File: config.mk
export PLATFORM = sky130hd
export DESIGN_NAME = event_table_with_expiry_and_reminders
export DESIGN_NICKNAME = d
export VERILOG_FILES = /design/src/hdl/etwer_pkg.sv /design/src/hdl/event_table_with_expiry_and_reminders.sv /design/src/hdl/etwer_ram.sv /design/src/hdl/etwer_datapath.sv /design/src/hdl/etwer_ctrl.sv
export SDC_FILE = /design/constraint.sdc
export NUM_CORES = 2
export LEC_CHECK = 0
export BUFFER_PORTS_ARGS = -buffer_cell sky130_fd_sc_hd__buf_2
export CORE_ASPECT_RATIO = 0.75
export CORE_UTILIZATION = 50
export CTS_BUF_LIST = sky130_fd_sc_hd__clkbuf_16
export CTS_CLUSTER_SIZE = 30
export DETAILED_ROUTE_END_ITERATION = 16
export GPL_TIMING_DRIVEN = 0
export PLACE_DENSITY = 0.66
export SETUP_SLACK_MARGIN = 0.4
export SLEW_MARGIN = 5
export SYNTH_ARGS = -nofsm -noshare
export SYNTH_HDL_FRONTEND = slang
export SYNTH_SLANG_ARGS = --single-unit
File: constraint.sdc
create_clock -name clk_i -period 11.9 [get_ports clk_i]
set_input_delay 1.19 -clock clk_i [delete_from_list [all_inputs] [get_ports clk_i]]
set_output_delay 1.19 -clock clk_i [all_outputs]
set_load 0.05 [all_outputs]
File: src/hdl/etwer_pkg.sv
// Package for the timed event table: widths, command and status codes, shared types.
// Used by the top level, controller, datapath and checker of the event table block; depends on nothing.
package etwer_pkg;

  localparam int unsigned TableDepth = 16;
  localparam int unsigned SlotW      = 4;
  localparam int unsigned IdW        = 64;
  localparam int unsigned TimeW      = 40;
  localparam int unsigned DurW       = 24;
  localparam int unsigned LeadW      = 17;
  localparam int unsigned EntryW     = IdW + TimeW + DurW + 1;
  localparam logic [LeadW-1:0] LeadReset = LeadW'(15 * 60);

  typedef enum logic [1:0] {
    CmdAdd    = 2'd0,
    CmdRemove = 2'd1,
    CmdTick   = 2'd2,
    CmdRead   = 2'd3
  } cmd_e;

  typedef enum logic [2:0] {
    StStored   = 3'd0,
    StDropped  = 3'd1,
    StRemoved  = 3'd2,
    StNotFound = 3'd3,
    StReminder = 3'd4,
    StTickDone = 3'd5,
    StSlotRead = 3'd6
  } status_e;

  typedef struct packed {
    logic [IdW-1:0]   id;
    logic [TimeW-1:0] start;
    logic [DurW-1:0]  dur;
    logic             all_day;
  } entry_t;

  // Commands from the controller to the datapath.
  typedef struct packed {
    logic             latch;     // capture the input item
    logic             clr_scan;  // reset scan bookkeeping
    logic             rd_en;     // read slot at rd_addr
    logic [SlotW-1:0] rd_addr;
    logic             eval;      // evaluate the entry read last cycle
    logic             eval_tick; // evaluation is for tick
    logic             finish;    // produce the final result
    logic             emit_rem;  // produce a reminder result
  } ctrl_t;

  typedef struct packed {
    logic cmd_tick;
    logic cmd_read;
    logic rem_fire;   // entry under evaluation fires a reminder
  } stat_t;

endpackage

File: src/hdl/event_table_with_expiry_and_reminders.sv
// Top level of the timed event table with expiry and reminders.
// Depends on etwer_pkg, etwer_ctrl, etwer_datapath and etwer_ram.
//
//   Channel  Handshake              Payload
//   input    in_valid / in_ready    command_i .. slot_index_i
//   output   out_valid / out_ready  status_o .. last_o
//   config   cfg_valid / cfg_ready  cfg_data_i (reminder lead)
//
// Add, remove and tick walk all sixteen slots through the single read port of the
// entry RAM, one slot per cycle, then finish; each reminder that fires holds the walk
// in a wait state until the output takes it. Read fetches only the slot at slot_index_i.
// Reset clears the used flags and sets the reminder lead to 900 seconds.
// A stalled output holds the walk at the next reminder or at the final result.
module event_table_with_expiry_and_reminders (
  input  logic               clk_i,
  input  logic               rst_ni,
  input  logic               in_valid,
  output logic               in_ready,
  input  logic [1:0]         command_i,
  input  logic signed [63:0] event_id_i,
  input  logic [39:0]        start_time_i,
  input  logic [23:0]        duration_i,
  input  logic               all_day_i,
  input  logic [39:0]        now_time_i,
  input  logic [3:0]         slot_index_i,
  output logic               out_valid,
  input  logic               out_ready,
  output logic [2:0]         status_o,
  output logic [3:0]         slot_o,
  output logic               entry_valid_o,
  output logic signed [63:0] out_event_id_o,
  output logic [39:0]        out_start_o,
  output logic [23:0]        out_duration_o,
  output logic               out_all_day_o,
  output logic               last_o,
  input  logic               cfg_valid,
  output logic               cfg_ready,
  input  logic [16:0]        cfg_data_i
);
  import etwer_pkg::*;

  logic [LeadW-1:0] lead_q;
  ctrl_t            ctrl;
  stat_t            stat;
  logic             out_load;
  logic [SlotW-1:0] found_slot, rslot;

  assign cfg_ready = 1'b1;

  always_ff @(posedge clk_i or negedge rst_ni) begin
    if (!rst_ni) begin
      lead_q <= LeadReset;
    end else if (cfg_valid) begin
      lead_q <= cfg_data_i;
    end
  end

  etwer_ctrl u_ctrl (
    .clk_i       (clk_i),
    .rst_ni      (rst_ni),
    .in_valid    (in_valid),
    .in_ready    (in_ready),
    .out_valid   (out_valid),
    .out_ready   (out_ready),
    .out_load_o  (out_load),
    .ctrl_o      (ctrl),
    .stat_i      (stat),
    .found_slot_i(found_slot),
    .rslot_i     (rslot)
  );

  etwer_datapath u_dp (
    .clk_i         (clk_i),
    .rst_ni        (rst_ni),
    .ctrl_i        (ctrl),
    .stat_o        (stat),
    .found_slot_o  (found_slot),
    .rslot_o       (rslot),
    .command_i     (command_i),
    .event_id_i    (event_id_i),
    .start_time_i  (start_time_i),
    .duration_i    (duration_i),
    .all_day_i     (all_day_i),
    .now_time_i    (now_time_i),
    .slot_index_i  (slot_index_i),
    .lead_i        (lead_q),
    .out_load_i    (out_load),
    .status_o      (status_o),
    .slot_o        (slot_o),
    .entry_valid_o (entry_valid_o),
    .out_event_id_o(out_event_id_o),
    .out_start_o   (out_start_o),
    .out_duration_o(out_duration_o),
    .out_all_day_o (out_all_day_o),
    .last_o        (last_o)
  );
endmodule

File: src/hdl/etwer_ram.sv
// Generic RAM with one write port and one registered read port.
// No dependencies.
module etwer_ram #(
  parameter int unsigned Width = 8,
  parameter int unsigned Depth = 16
) (
  input  logic                     clk_i,
  input  logic                     we_i,
  input  logic [$clog2(Depth)-1:0] waddr_i,
  input  logic [Width-1:0]         wdata_i,
  input  logic [$clog2(Depth)-1:0] raddr_i,
  output logic [Width-1:0]         rdata_o
);
  logic [Width-1:0] mem_q [Depth];

  always_ff @(posedge clk_i) begin
    if (we_i) begin
      mem_q[waddr_i] <= wdata_i;
    end
    rdata_o <= mem_q[raddr_i];
  end
endmodule

File: src/hdl/etwer_datapath.sv
// Datapath of the event table: entry RAM, used/reminded flags, scan logic, result register.
// Depends on etwer_pkg and etwer_ram.
module etwer_datapath (
  input  logic                       clk_i,
  input  logic                       rst_ni,
  input  etwer_pkg::ctrl_t           ctrl_i,
  output etwer_pkg::stat_t           stat_o,
  output logic [3:0]                 found_slot_o,
  output logic [3:0]                 rslot_o,
  input  logic [1:0]                 command_i,
  input  logic signed [63:0]         event_id_i,
  input  logic [39:0]                start_time_i,
  input  logic [23:0]                duration_i,
  input  logic                       all_day_i,
  input  logic [39:0]                now_time_i,
  input  logic [3:0]                 slot_index_i,
  input  logic [16:0]                lead_i,
  input  logic                       out_load_i,
  output logic [2:0]                 status_o,
  output logic [3:0]                 slot_o,
  output logic                       entry_valid_o,
  output logic signed [63:0]         out_event_id_o,
  output logic [39:0]                out_start_o,
  output logic [23:0]                out_duration_o,
  output logic                       out_all_day_o,
  output logic                       last_o
);
  import etwer_pkg::*;

  logic [1:0]       cmd_q;
  entry_t           req_q;
  logic [TimeW-1:0] now_q;
  logic [SlotW-1:0] rslot_q;

  logic [TableDepth-1:0] used_q, used_d;
  logic [TableDepth-1:0] rem_q, rem_d;

  logic [SlotW-1:0] ev_slot_q;
  logic             found_q, found_d;
  logic [SlotW-1:0] found_slot_q, found_slot_d;
  logic             free_q, free_d;
  logic [SlotW-1:0] free_slot_q, free_slot_d;
  logic [SlotW-1:0] late_slot_q, late_slot_d;
  logic [TimeW-1:0] late_start_q, late_start_d;
  logic             have_late_q, have_late_d;

  logic             we;
  logic [SlotW-1:0] waddr;
  entry_t           rd_ent;
  logic [EntryW-1:0] rd_raw;

  etwer_ram #(.Width(EntryW), .Depth(TableDepth)) u_ram (
    .clk_i  (clk_i),
    .we_i   (we),
    .waddr_i(waddr),
    .wdata_i(req_q),
    .raddr_i(ctrl_i.rd_addr),
    .rdata_o(rd_raw)
  );
  assign rd_ent = entry_t'(rd_raw);

  assign found_slot_o = found_slot_q;
  assign rslot_o      = rslot_q;

  logic             ev_used;
  logic [TimeW:0]   end_t;
  logic             expired;
  logic [TimeW:0]   due_t;
  logic             rem_fire;

  assign ev_used  = used_q[ev_slot_q];
  assign end_t    = {1'b0, rd_ent.start} + {17'd0, rd_ent.dur};
  assign expired  = {1'b0, now_q} > end_t;
  assign due_t    = {1'b0, now_q} + {24'd0, lead_i};
  assign rem_fire = ctrl_i.eval && ctrl_i.eval_tick && ev_used && !expired &&
                    !rd_ent.all_day && !rem_q[ev_slot_q] &&
                    (due_t >= {1'b0, rd_ent.start});

  assign stat_o.cmd_tick = (cmd_e'(cmd_q) == CmdTick);
  assign stat_o.cmd_read = (cmd_e'(cmd_q) == CmdRead);
  assign stat_o.rem_fire = rem_fire;

  logic add_ok;
  logic [SlotW-1:0] add_slot;
  always_comb begin
    add_ok   = 1'b1;
    add_slot = found_q ? found_slot_q : free_slot_q;
    if (!found_q && !free_q) begin
      add_slot = late_slot_q;
      add_ok   = have_late_q && (late_start_q > req_q.start);
    end
  end

  assign we    = ctrl_i.finish && (cmd_e'(cmd_q) == CmdAdd) && add_ok;
  assign waddr = add_slot;

  always_comb begin
    used_d       = used_q;
    rem_d        = rem_q;
    found_d      = found_q;
    found_slot_d = found_slot_q;
    free_d       = free_q;
    free_slot_d  = free_slot_q;
    late_slot_d  = late_slot_q;
    late_start_d = late_start_q;
    have_late_d  = have_late_q;
    if (ctrl_i.clr_scan) begin
      found_d     = 1'b0;
      free_d      = 1'b0;
      have_late_d = 1'b0;
    end
    if (ctrl_i.eval && !ctrl_i.eval_tick) begin
      if (ev_used) begin
        if (!found_q && rd_ent.id == req_q.id) begin
          found_d      = 1'b1;
          found_slot_d = ev_slot_q;
        end
        if (!have_late_q || rd_ent.start > late_start_q) begin
          have_late_d  = 1'b1;
          late_slot_d  = ev_slot_q;
          late_start_d = rd_ent.start;
        end
      end else if (!free_q) begin
        free_d      = 1'b1;
        free_slot_d = ev_slot_q;
      end
    end
    if (ctrl_i.eval && ctrl_i.eval_tick && ev_used && expired) begin
      used_d[ev_slot_q] = 1'b0;
    end
    if (rem_fire) begin
      rem_d[ev_slot_q] = 1'b1;
    end
    if (we) begin
      used_d[add_slot] = 1'b1;
      rem_d[add_slot]  = (now_q >= req_q.start);
    end
    if (ctrl_i.finish && (cmd_e'(cmd_q) == CmdRemove) && found_q) begin
      used_d[found_slot_q] = 1'b0;
    end
  end

  always_ff @(posedge clk_i or negedge rst_ni) begin
    if (!rst_ni) begin
      used_q <= '0;
    end else begin
      used_q <= used_d;
    end
  end

  always_ff @(posedge clk_i) begin
    rem_q        <= rem_d;
    found_q      <= found_d;
    found_slot_q <= found_slot_d;
    free_q       <= free_d;
    free_slot_q  <= free_slot_d;
    late_slot_q  <= late_slot_d;
    late_start_q <= late_start_d;
    have_late_q  <= have_late_d;
    if (ctrl_i.rd_en) begin
      ev_slot_q <= ctrl_i.rd_addr;
    end
    if (ctrl_i.latch) begin
      cmd_q         <= command_i;
      req_q.id      <= event_id_i;
      req_q.start   <= start_time_i;
      req_q.dur     <= duration_i;
      req_q.all_day <= all_day_i;
      now_q         <= now_time_i;
      rslot_q       <= slot_index_i;
    end
  end

  // Result register, loaded when the controller hands over a result.
  logic [2:0]       st_n;
  logic [SlotW-1:0] sl_n;
  logic             ev_n, al_n, ls_n;
  entry_t           en_n;

  always_comb begin
    st_n = StTickDone;
    sl_n = '0;
    ev_n = 1'b0;
    en_n = '0;
    al_n = 1'b0;
    ls_n = 1'b1;
    if (ctrl_i.emit_rem) begin
      st_n = StReminder;
      sl_n = ev_slot_q;
      en_n = rd_ent;
      en_n.all_day = 1'b0;
      ls_n = 1'b0;
    end else begin
      case (cmd_e'(cmd_q))
        CmdAdd: begin
          en_n = req_q;
          if (add_ok) begin
            st_n = StStored;
            sl_n = add_slot;
          end else begin
            st_n = StDropped;
          end
        end
        CmdRemove: begin
          if (found_q) begin
            st_n = StRemoved;
            sl_n = found_slot_q;
            en_n = rd_ent;
          end else begin
            st_n = StNotFound;
            en_n.id = req_q.id;
          end
        end
        CmdRead: begin
          st_n = StSlotRead;
          sl_n = rslot_q;
          if (used_q[rslot_q]) begin
            ev_n = 1'b1;
            en_n = rd_ent;
          end
        end
        default: begin
          st_n = StTickDone;
        end
      endcase
    end
    al_n = en_n.all_day;
  end

  always_ff @(posedge clk_i) begin
    if (out_load_i) begin
      status_o       <= st_n;
      slot_o         <= sl_n;
      entry_valid_o  <= ev_n;
      out_event_id_o <= en_n.id;
      out_start_o    <= en_n.start;
      out_duration_o <= en_n.dur;
      out_all_day_o  <= al_n;
      last_o         <= ls_n;
    end
  end
endmodule

File: src/hdl/etwer_ctrl.sv
// Controller of the event table: sequences slot scans, removal read-back and result handoff.
// Depends on etwer_pkg.
module etwer_ctrl (
  input  logic             clk_i,
  input  logic             rst_ni,
  input  logic             in_valid,
  output logic             in_ready,
  output logic             out_valid,
  input  logic             out_ready,
  output logic             out_load_o,
  output etwer_pkg::ctrl_t ctrl_o,
  input  etwer_pkg::stat_t stat_i,
  input  logic [3:0]       found_slot_i,
  input  logic [3:0]       rslot_i
);
  import etwer_pkg::*;

  typedef enum logic [5:0] {
    SIdle  = 6'b000001,
    SScan  = 6'b000010,
    SFetch = 6'b000100,
    SFin   = 6'b001000,
    SWaitR = 6'b010000,
    SWaitF = 6'b100000
  } state_e;

  state_e state_q, state_d;
  logic [SlotW:0] cnt_q, cnt_d;
  logic out_valid_q, out_valid_d;
  logic out_free;

  assign out_valid = out_valid_q;
  assign out_free  = !out_valid_q || out_ready;
  assign in_ready  = (state_q == SIdle);

  always_comb begin
    state_d     = state_q;
    cnt_d       = cnt_q;
    out_valid_d = out_valid_q && !out_ready;
    out_load_o  = 1'b0;
    ctrl_o      = '0;
    ctrl_o.eval_tick = stat_i.cmd_tick;
    case (state_q)
      SIdle: begin
        if (in_valid) begin
          ctrl_o.latch    = 1'b1;
          ctrl_o.clr_scan = 1'b1;
          ctrl_o.rd_en    = 1'b1;
          ctrl_o.rd_addr  = '0;
          cnt_d           = '0;
          state_d         = SScan;
        end
      end
      SScan: begin
        // Entry at cnt_q is on the RAM output.
        if (stat_i.cmd_read) begin
          ctrl_o.rd_en   = 1'b1;
          ctrl_o.rd_addr = rslot_i;
          state_d        = SFin;
        end else begin
          ctrl_o.eval = 1'b1;
          if (stat_i.rem_fire) begin
            ctrl_o.rd_addr = cnt_q[SlotW-1:0];
            state_d        = SWaitR;
          end else begin
            cnt_d = cnt_q + 1'b1;
            if (cnt_q == (SlotW+1)'(TableDepth - 1)) begin
              ctrl_o.rd_en   = 1'b1;
              ctrl_o.rd_addr = found_slot_i;
              state_d        = SFetch;
            end else begin
              ctrl_o.rd_en   = 1'b1;
              ctrl_o.rd_addr = cnt_d[SlotW-1:0];
            end
          end
        end
      end
      SWaitR: begin
        ctrl_o.eval_tick = 1'b1;
        ctrl_o.rd_addr   = cnt_q[SlotW-1:0];
        if (out_free) begin
          ctrl_o.emit_rem = 1'b1;
          out_load_o      = 1'b1;
          out_valid_d     = 1'b1;
          cnt_d           = cnt_q + 1'b1;
          ctrl_o.rd_en    = 1'b1;
          if (cnt_q == (SlotW+1)'(TableDepth - 1)) begin
            ctrl_o.rd_addr = found_slot_i;
            state_d        = SFetch;
          end else begin
            ctrl_o.rd_addr = cnt_d[SlotW-1:0];
            state_d        = SScan;
          end
        end
      end
      SFetch: begin
        // Found-slot entry is being read for the remove result.
        ctrl_o.rd_en   = 1'b1;
        ctrl_o.rd_addr = found_slot_i;
        state_d        = SWaitF;
      end
      SFin, SWaitF: begin
        ctrl_o.rd_addr = stat_i.cmd_read ? rslot_i : found_slot_i;
        if (out_free) begin
          ctrl_o.finish = 1'b1;
          out_load_o    = 1'b1;
          out_valid_d   = 1'b1;
          state_d       = SIdle;
        end
      end
      default: begin
        state_d = SIdle;
      end
    endcase
  end

  always_ff @(posedge clk_i or negedge rst_ni) begin
    if (!rst_ni) begin
      state_q     <= SIdle;
      cnt_q       <= '0;
      out_valid_q <= 1'b0;
    end else begin
      state_q     <= state_d;
      cnt_q       <= cnt_d;
      out_valid_q <= out_valid_d;
    end
  end
endmodule

* After elaboration in Yosys (flattened, before gate mapping)
Memory sizes are Yosys's and may differ from the RTL's. A register that Yosys moved wholly into a read port is not among the register bits.
Index checks and enable logic that the tools add are counted.
** Storage, ports and cells
- Memories kept :: 1
- Bits in writable memories :: 2064
- Register bits :: 433
- Bits in latches :: 0
- Memory bits (read-only) :: 0
** Cells by class
- Shift operators :: 0
- Multiplexer cells :: 82
- Reduce and logical (&&, ||, !) cells :: 40
- Magnitude comparators :: 12
- Bitwise logic cells :: 9
- $mul :: 0
- Divide/modulo/power cells :: 0
- $add $sub $neg :: 3
- Equal/unequal tests :: 17
** Memories
- u_dp.u_ram.mem_q :: depth 16, width 129, read ports 1, clocked after memory_dff 1, wr ports 1, line etwer_ram.sv:14 : logic [Width-1:0] mem_q [Depth];
** Operator list (number)
- $pmux W129 S3 :: 1
- $mux W129 :: 2
- $gt A40 B40 Y1 :: 2
- $mux W16 :: 5
- $mux W65 :: 1
- $eq A64 B64 Y1 :: 1
- $mux W64 :: 1
- $add A40 B17 Y41 :: 1
- $add A40 B24 Y41 :: 1
- $ge A41 B40 Y1 :: 1
- $gt A40 B41 Y1 :: 1
- $ge A40 B40 Y1 :: 1
- $mux W4 :: 9
- $mux W6 :: 6
- $mux W1 :: 35
- $and A16 B16 Y16 :: 2
- $not A16 Y16 :: 2
- $or A16 B16 Y16 :: 2
- $mux W5 :: 6
- $pmux W6 S5 :: 1
- $lt A4 B5 Y1 const B :: 4
- $pmux W4 S5 :: 1
- $logic_and A1 B1 Y1 :: 19
- $bwmux W16 :: 1
- 33 further kinds :: 57

* Depth between registers and ports, before layout
- Depth in word-level cells :: 12
- Gate-level depth with buffers :: 30
- Mapped depth without buffers :: 26

* Hierarchy
Synthesis repeated with hierarchy kept, for this count alone.
** Second synthesis, totals
- Cell total of the unflattened synthesis :: 5469
- Area total of the unflattened synthesis :: 104945.7 um2
** Modules (own cells, without submodules)
- etwer_ram :: cells each 3370, area an instance 80314.5 um2, instances 1
- etwer_datapath :: cells each 1933, area an instance 22880.7 um2, instances 1
- etwer_ctrl :: cells each 128, area an instance 1048.5 um2, instances 1
- event_table_with_expiry_and_reminders :: cells each 38, area an instance 701.9 um2, instances 1

* Least setup slack after synthesis
Ideal clock, no wire load.
- Kind :: reg-to-reg
- From :: reg u_dp.req_q[34] (netlist name)
- To :: mem u_dp.u_ram.mem_q[8][0] (netlist name), enable pin
- Data arrival time :: 8015 ps
- Clock period less this slack :: 8635 ps
- Cell stages (with the launch flop) :: 16
- Path slack :: 3265 ps
- Cell sequence :: edfxtp_1 inv_1 ha_1 a21o_1 a21o_1 a21o_1 a21o_1 a21o_1 a21o_1 a21oi_1 o211ai_1 a221o_1 clkbuf_1 clkbuf_1 nand4_1 nor2_1
** On the way
- Longest elaborated chain between the ends :: 6
** RTL lines
- from (decl) :: line etwer_datapath.sv:31 : entry_t req_q;
- $gt A40 B40 Y1 :: line etwer_datapath.sv:90 : add_ok = have_late_q && (late_start_q > req_q.start);
- $logic_and A1 B1 Y1 :: line etwer_datapath.sv:90
- $mux W1 :: line etwer_datapath.sv:88 : if (!found_q && !free_q) begin
- $logic_and A1 B1 Y1 :: line etwer_datapath.sv:94 : assign we = ctrl_i.finish && (cmd_e'(cmd_q) == CmdAdd) && add_ok;
- $mux W1 :: line etwer_ram.sv:17 : if (we_i) begin
- $mux W1 (not written as such) :: line etwer_ram.sv:18 : mem_q[waddr_i] <= wdata_i;
- to (decl) :: line etwer_ram.sv:14
No other way between the ends.

* Worst setup path after layout
- From :: reg u_dp.now_q[1]
- To :: reg u_dp.u_ram.rdata_o[61] (read register of u_dp.u_ram.mem_q)
** On the way
- Longest elaborated chain between the ends :: 9
** RTL lines
- from (decl) :: line etwer_datapath.sv:32 : logic [TimeW-1:0] now_q;
- from (signal assigned) :: line etwer_datapath.sv:169 : now_q <= now_time_i;
- branches (longest 5 deep; another with $add A40 B17 Y41)
- $logic_and A1 B1 Y1 (*) :: line etwer_datapath.sv:76 : !rd_ent.all_day && !rem_q[ev_slot_q] &&
- $mux W4 (*) :: line etwer_ctrl.sv:62 : if (stat_i.rem_fire) begin
- $mux W5 (*) :: line etwer_ctrl.sv:56 : if (stat_i.cmd_read) begin
- $pmux W4 S5 (*) :: line etwer_ctrl.sv:43 : case (state_q)
- to (decl) :: line etwer_ram.sv:12 : output logic [Width-1:0] rdata_o
Mark *: on every way between the ends.
A chain may end at the register's enable or synchronous reset.

==> summary.md <==
| Metric | Value |
|---|---|
| Status | `complete, no violations` |
| Pre-CTS setup slack | `1213 ps` |
| Sequential share of the synthesized area | `0.7118` |
| Unrepaired setup endpoints after global routing | `no` |
| Slew headroom | `0.09748` |
| Post-route cell area | `0.1231 sq mm` |
| Rows | `147` |
| WP buf/inv | `4` |
| I/O pins | `338` |
| First-pass GRT wire length | `468.7 mm` |
| Final Cycle Share | `0.9136` |
| Seq. cell area | `0.07716 sq mm` |
| Hold Slack | `423.9 ps` |
| Startpoint types | `register` |
| Max Buffers Root-to-Sink | `4` |
| Num CTS Buffers | `245` |
| Main flop type after synthesis | `edfxtp_1` |
| Post-Route WL | `332.1 mm` |
| Mapped cell area | `0.1084 sq mm` |
| Maxcap violations | `0` |
| Synth area leader | `edfxtp_1` |
| Chip width | `539.6 um` |
| Setup bufs post-CTS | `0` |
| CTS sink count | `2626` |
| Die Span Y | `405.2 um` |
| PwrDens | `220.5 mW/mm^2` |
| Detailed-route via count | `70563` |
| Port Buffer Count | `335` |
| Number of DRC markers in iteration 0 | `9666` |
| Synth top area share | `0.6740` |
| H-tree levels | `4` |
| Overall routing resource usage | `0.2975` |
| Worst-path clk slew | `70 ps` |
| Synth area leaders | `edfxtp_1 (67%), a211oi_1 (5.4%), and3_1 (4.6%)` |
| Layout area overhead | `13.60%` |
| GPL Wtd Cong | `0.9425` |
| Fraction of registers with async set/reset | `0.01714` |
| Slowest cell on the critical path | `nor4_1` |
| Routed WL per cell | `30.03 um` |
| CP top delay family | `compound AO/OA/AOI/OAI gates` |
| Pre-Repair DR Iteration Count | `6` |
| Final ANT Viol Nets | `0` |
| WP data arrival | `11660 ps` |
| Required time worst endpoint | `12680 ps` |
| Number of global-route vias before repair | `66146` |
| Clk_lat worst skew | `940 ps` |
| Multi-input logic area | `0.02845 sq mm` |
| Lkg Pwr | `42.33 nW` |
| Max FO, Critical Path | `10` |
| Core region area | `0.2146 sq mm` |
| Total power draw | `27.15 mW` |
| Initial core utilization | `0.5050` |
| Initial antenna violation count | `41` |
| Peak supply drop | `0.0001530 V` |
| F_max | `91.98 MHz` |
| Slowest stage delay, CP | `1140 ps` |
| HP Class | `in -> reg` |
| Cells after synthesis | `7340` |
| Number of synthesized flops with an enable pin | `2433` |
| Slack of the critical path | `1028 ps` |
| Syn avg cell area | `14.77 sq um` |
| Post-Route Skew | `121.1 ps` |
| Die area | `0.2187 sq mm` |
| Final #Nets | `8445` |
| Final setup viols | `0` |
| Largest net degree at the start of global routing | `88` |
| Hold Vio Cnt, Final | `0` |
| Synthesized flop and latch total | `2626` |
| Cell area after placement | `0.1155 sq mm` |
| Total global routing overflow | `0` |
| Synthesized Nets | `7782` |
| Share of cells above drive strength 1 | `0.1186` |
| CTS Root Cell | `clkbuf_16` |
| Hold-fix buffers, CTS | `0` |
| Setup TNS | `0 ps` |
| Clock period minus worst slack | `10870 ps` |
| Remaining DRCs | `0` |
| CTS tree | `yes` |
| PostCTS Resize Cnt | `0` |
| DR vias/cell | `6.381` |
| Setup CP Type | `reg -> reg` |
| Final Max Tran Viols | `0` |
| Fillers | `16634` |
| DPL Wire Length | `234.9 mm` |
| CP endpoint kind | `register` |
| Yosys warns | `0` |
| Post-synth cell types | `83` |
| Worst-margin pin slew | `1354 ps` |
==> stage by stage <==
stage	instances	utilization
detailed placement	10587	0.5381
global placement	10506	0.5293
finish	11058	0.5737
global route	11038	0.5735
floorplan	7340	-
CTS	11038	0.5734
==> sequential cells by signal, indices dropped and copies added (netlist names), 5 cells and up <==
name / count
u_dp.u_ram.rdata_o: 129
u_dp.out_duration_o: 24
u_ctrl.state_q: 6
u_ctrl.cnt_q: 5
u_dp.req_q: 129
u_dp.out_event_id_o: 64
u_dp.out_start_o: 40
u_dp.rem_q: 16
lead_q: 17
u_dp.u_ram.mem_q: 2064
u_dp.late_start_q: 40
u_dp.now_q: 40
u_dp.used_q: 16
==> cell families (layout without fill, tap and decap cells) <==
kind of cell | after synthesis | in the layout | share of synthesized area
flip-flops | 2626 | 2626 | 0.7118
AND/OR/NAND/NOR | 1659 | 1659 | 0.08750
XOR/XNOR | 118 | 118 | 0.009534
adder cells (fa/ha/maj) | 245 | 245 | 0.02842
buffers and inverters | 690 | 1557 | 0.02714
multiplexers | 190 | 190 | 0.01973
AO/OA/AOI/OAI | 1811 | 1811 | 0.1159
other | 1 | 21 | 0.00003459
==> worst paths after layout <==
kind	startpoint	to	slack, ps	cells past startpoint
setup / recovery	u_dp.now_q[1]	u_dp.u_ram.rdata_o[61]	1030	28
hold reg to reg	u_dp.u_ram.rdata_o[49]	u_dp.late_start_q[24]	500	0
max in group asynchronous	rst_ni	u_ctrl.out_valid	10710	1
min in group asynchronous	rst_ni	lead_q[1]	520	1
setup reg to reg	u_dp.now_q[1]	u_dp.u_ram.rdata_o[61]	1030	28
hold / removal	event_id_i[41]	u_dp.req_q[106]	420	1
==> per-layer routing <==
layer / track usage / vias to the layer above / share of wire
met5: 0 / - / 0.00038
met4: 0.1187 / 18 / 0.042
met3: 0.06364 / 608 / 0.11
met2: 0.4259 / 4199 / 0.42
met1: 0.4421 / 35202 / 0.42
li1: - / 30536 / -
==> report_power, final <==
| part | leakage (nW) | switching, mW | internal, mW |
|---|---|---|---|
| Sequential | 23.7 | 1.09 | 10.9 |
| Clock | 3.93 | 3.44 | 4.11 |
| Combinational | 14.7 | 5.11 | 2.46 |
| Total | 42.3 | 9.64 | 17.5 |
==> synthesized netlist by cell type, types with 7 or more instances <==
cell type and number:
nor2b_1 21, nor2_1 96, buf_2 103, mux4_2 17, o22ai_1 11, nor4_1 17, o21ai_1 35, o21bai_1 7
nand4_1 57, buf_8 9, and3_1 795, nand2_1 386, a31oi_1 11, nor3_1 33, mux2_2 19, a21o_1 61
nand3_1 47, buf_4 12, and2_1 10, a32oi_1 130, a21oi_1 122, dfrtp_1 40, o21a_1 19, ha_1 243
mux2i_1 154, nand2b_1 20, a221oi_1 9, nor3b_1 8, a211o_1 7, a22o_1 130, a22oi_1 13, and4_1 141
inv_1 169, xor2_1 44, xnor2_1 74, o21ai_0 418, buf_6 8, clkbuf_1 356, edfxtp_1 2433, buf_1 29
a211oi_1 781, dfxtp_1 148
==> cells in the final DEF (no fill, tap or decap), drive strengths merged, types with 47 or more instances in the layout <==
cell,synthesis,layout
buf,162,578
and4,141,141
clkbuf,356,602
edfxtp,2433,2433
nand3,47,47
and3,796,796
nand4,57,57
nor2,96,96
a21o,61,61
ha,243,243
nand2,386,386
inv,172,238
a211oi,782,782
xnor2,74,74
a32oi,130,130
o21ai,453,453
mux2i,154,154
a21oi,123,123
clkinv,0,111
a22o,130,130
dfxtp,148,148
==> layout make-up <==
cell class	instances	area share
flip-flops and latches	2626	0.6266
clock buffers	246	0.04999
repair buffers	416	0.02744
plain buffers	518	0.01877
multi-input cells	4024	0.2310
inverters	172	0.005487
clock inverters	205	0.01154
well taps	2831	0.02876
diodes	20	0.0004064
(Power assumes the default switching activity.)
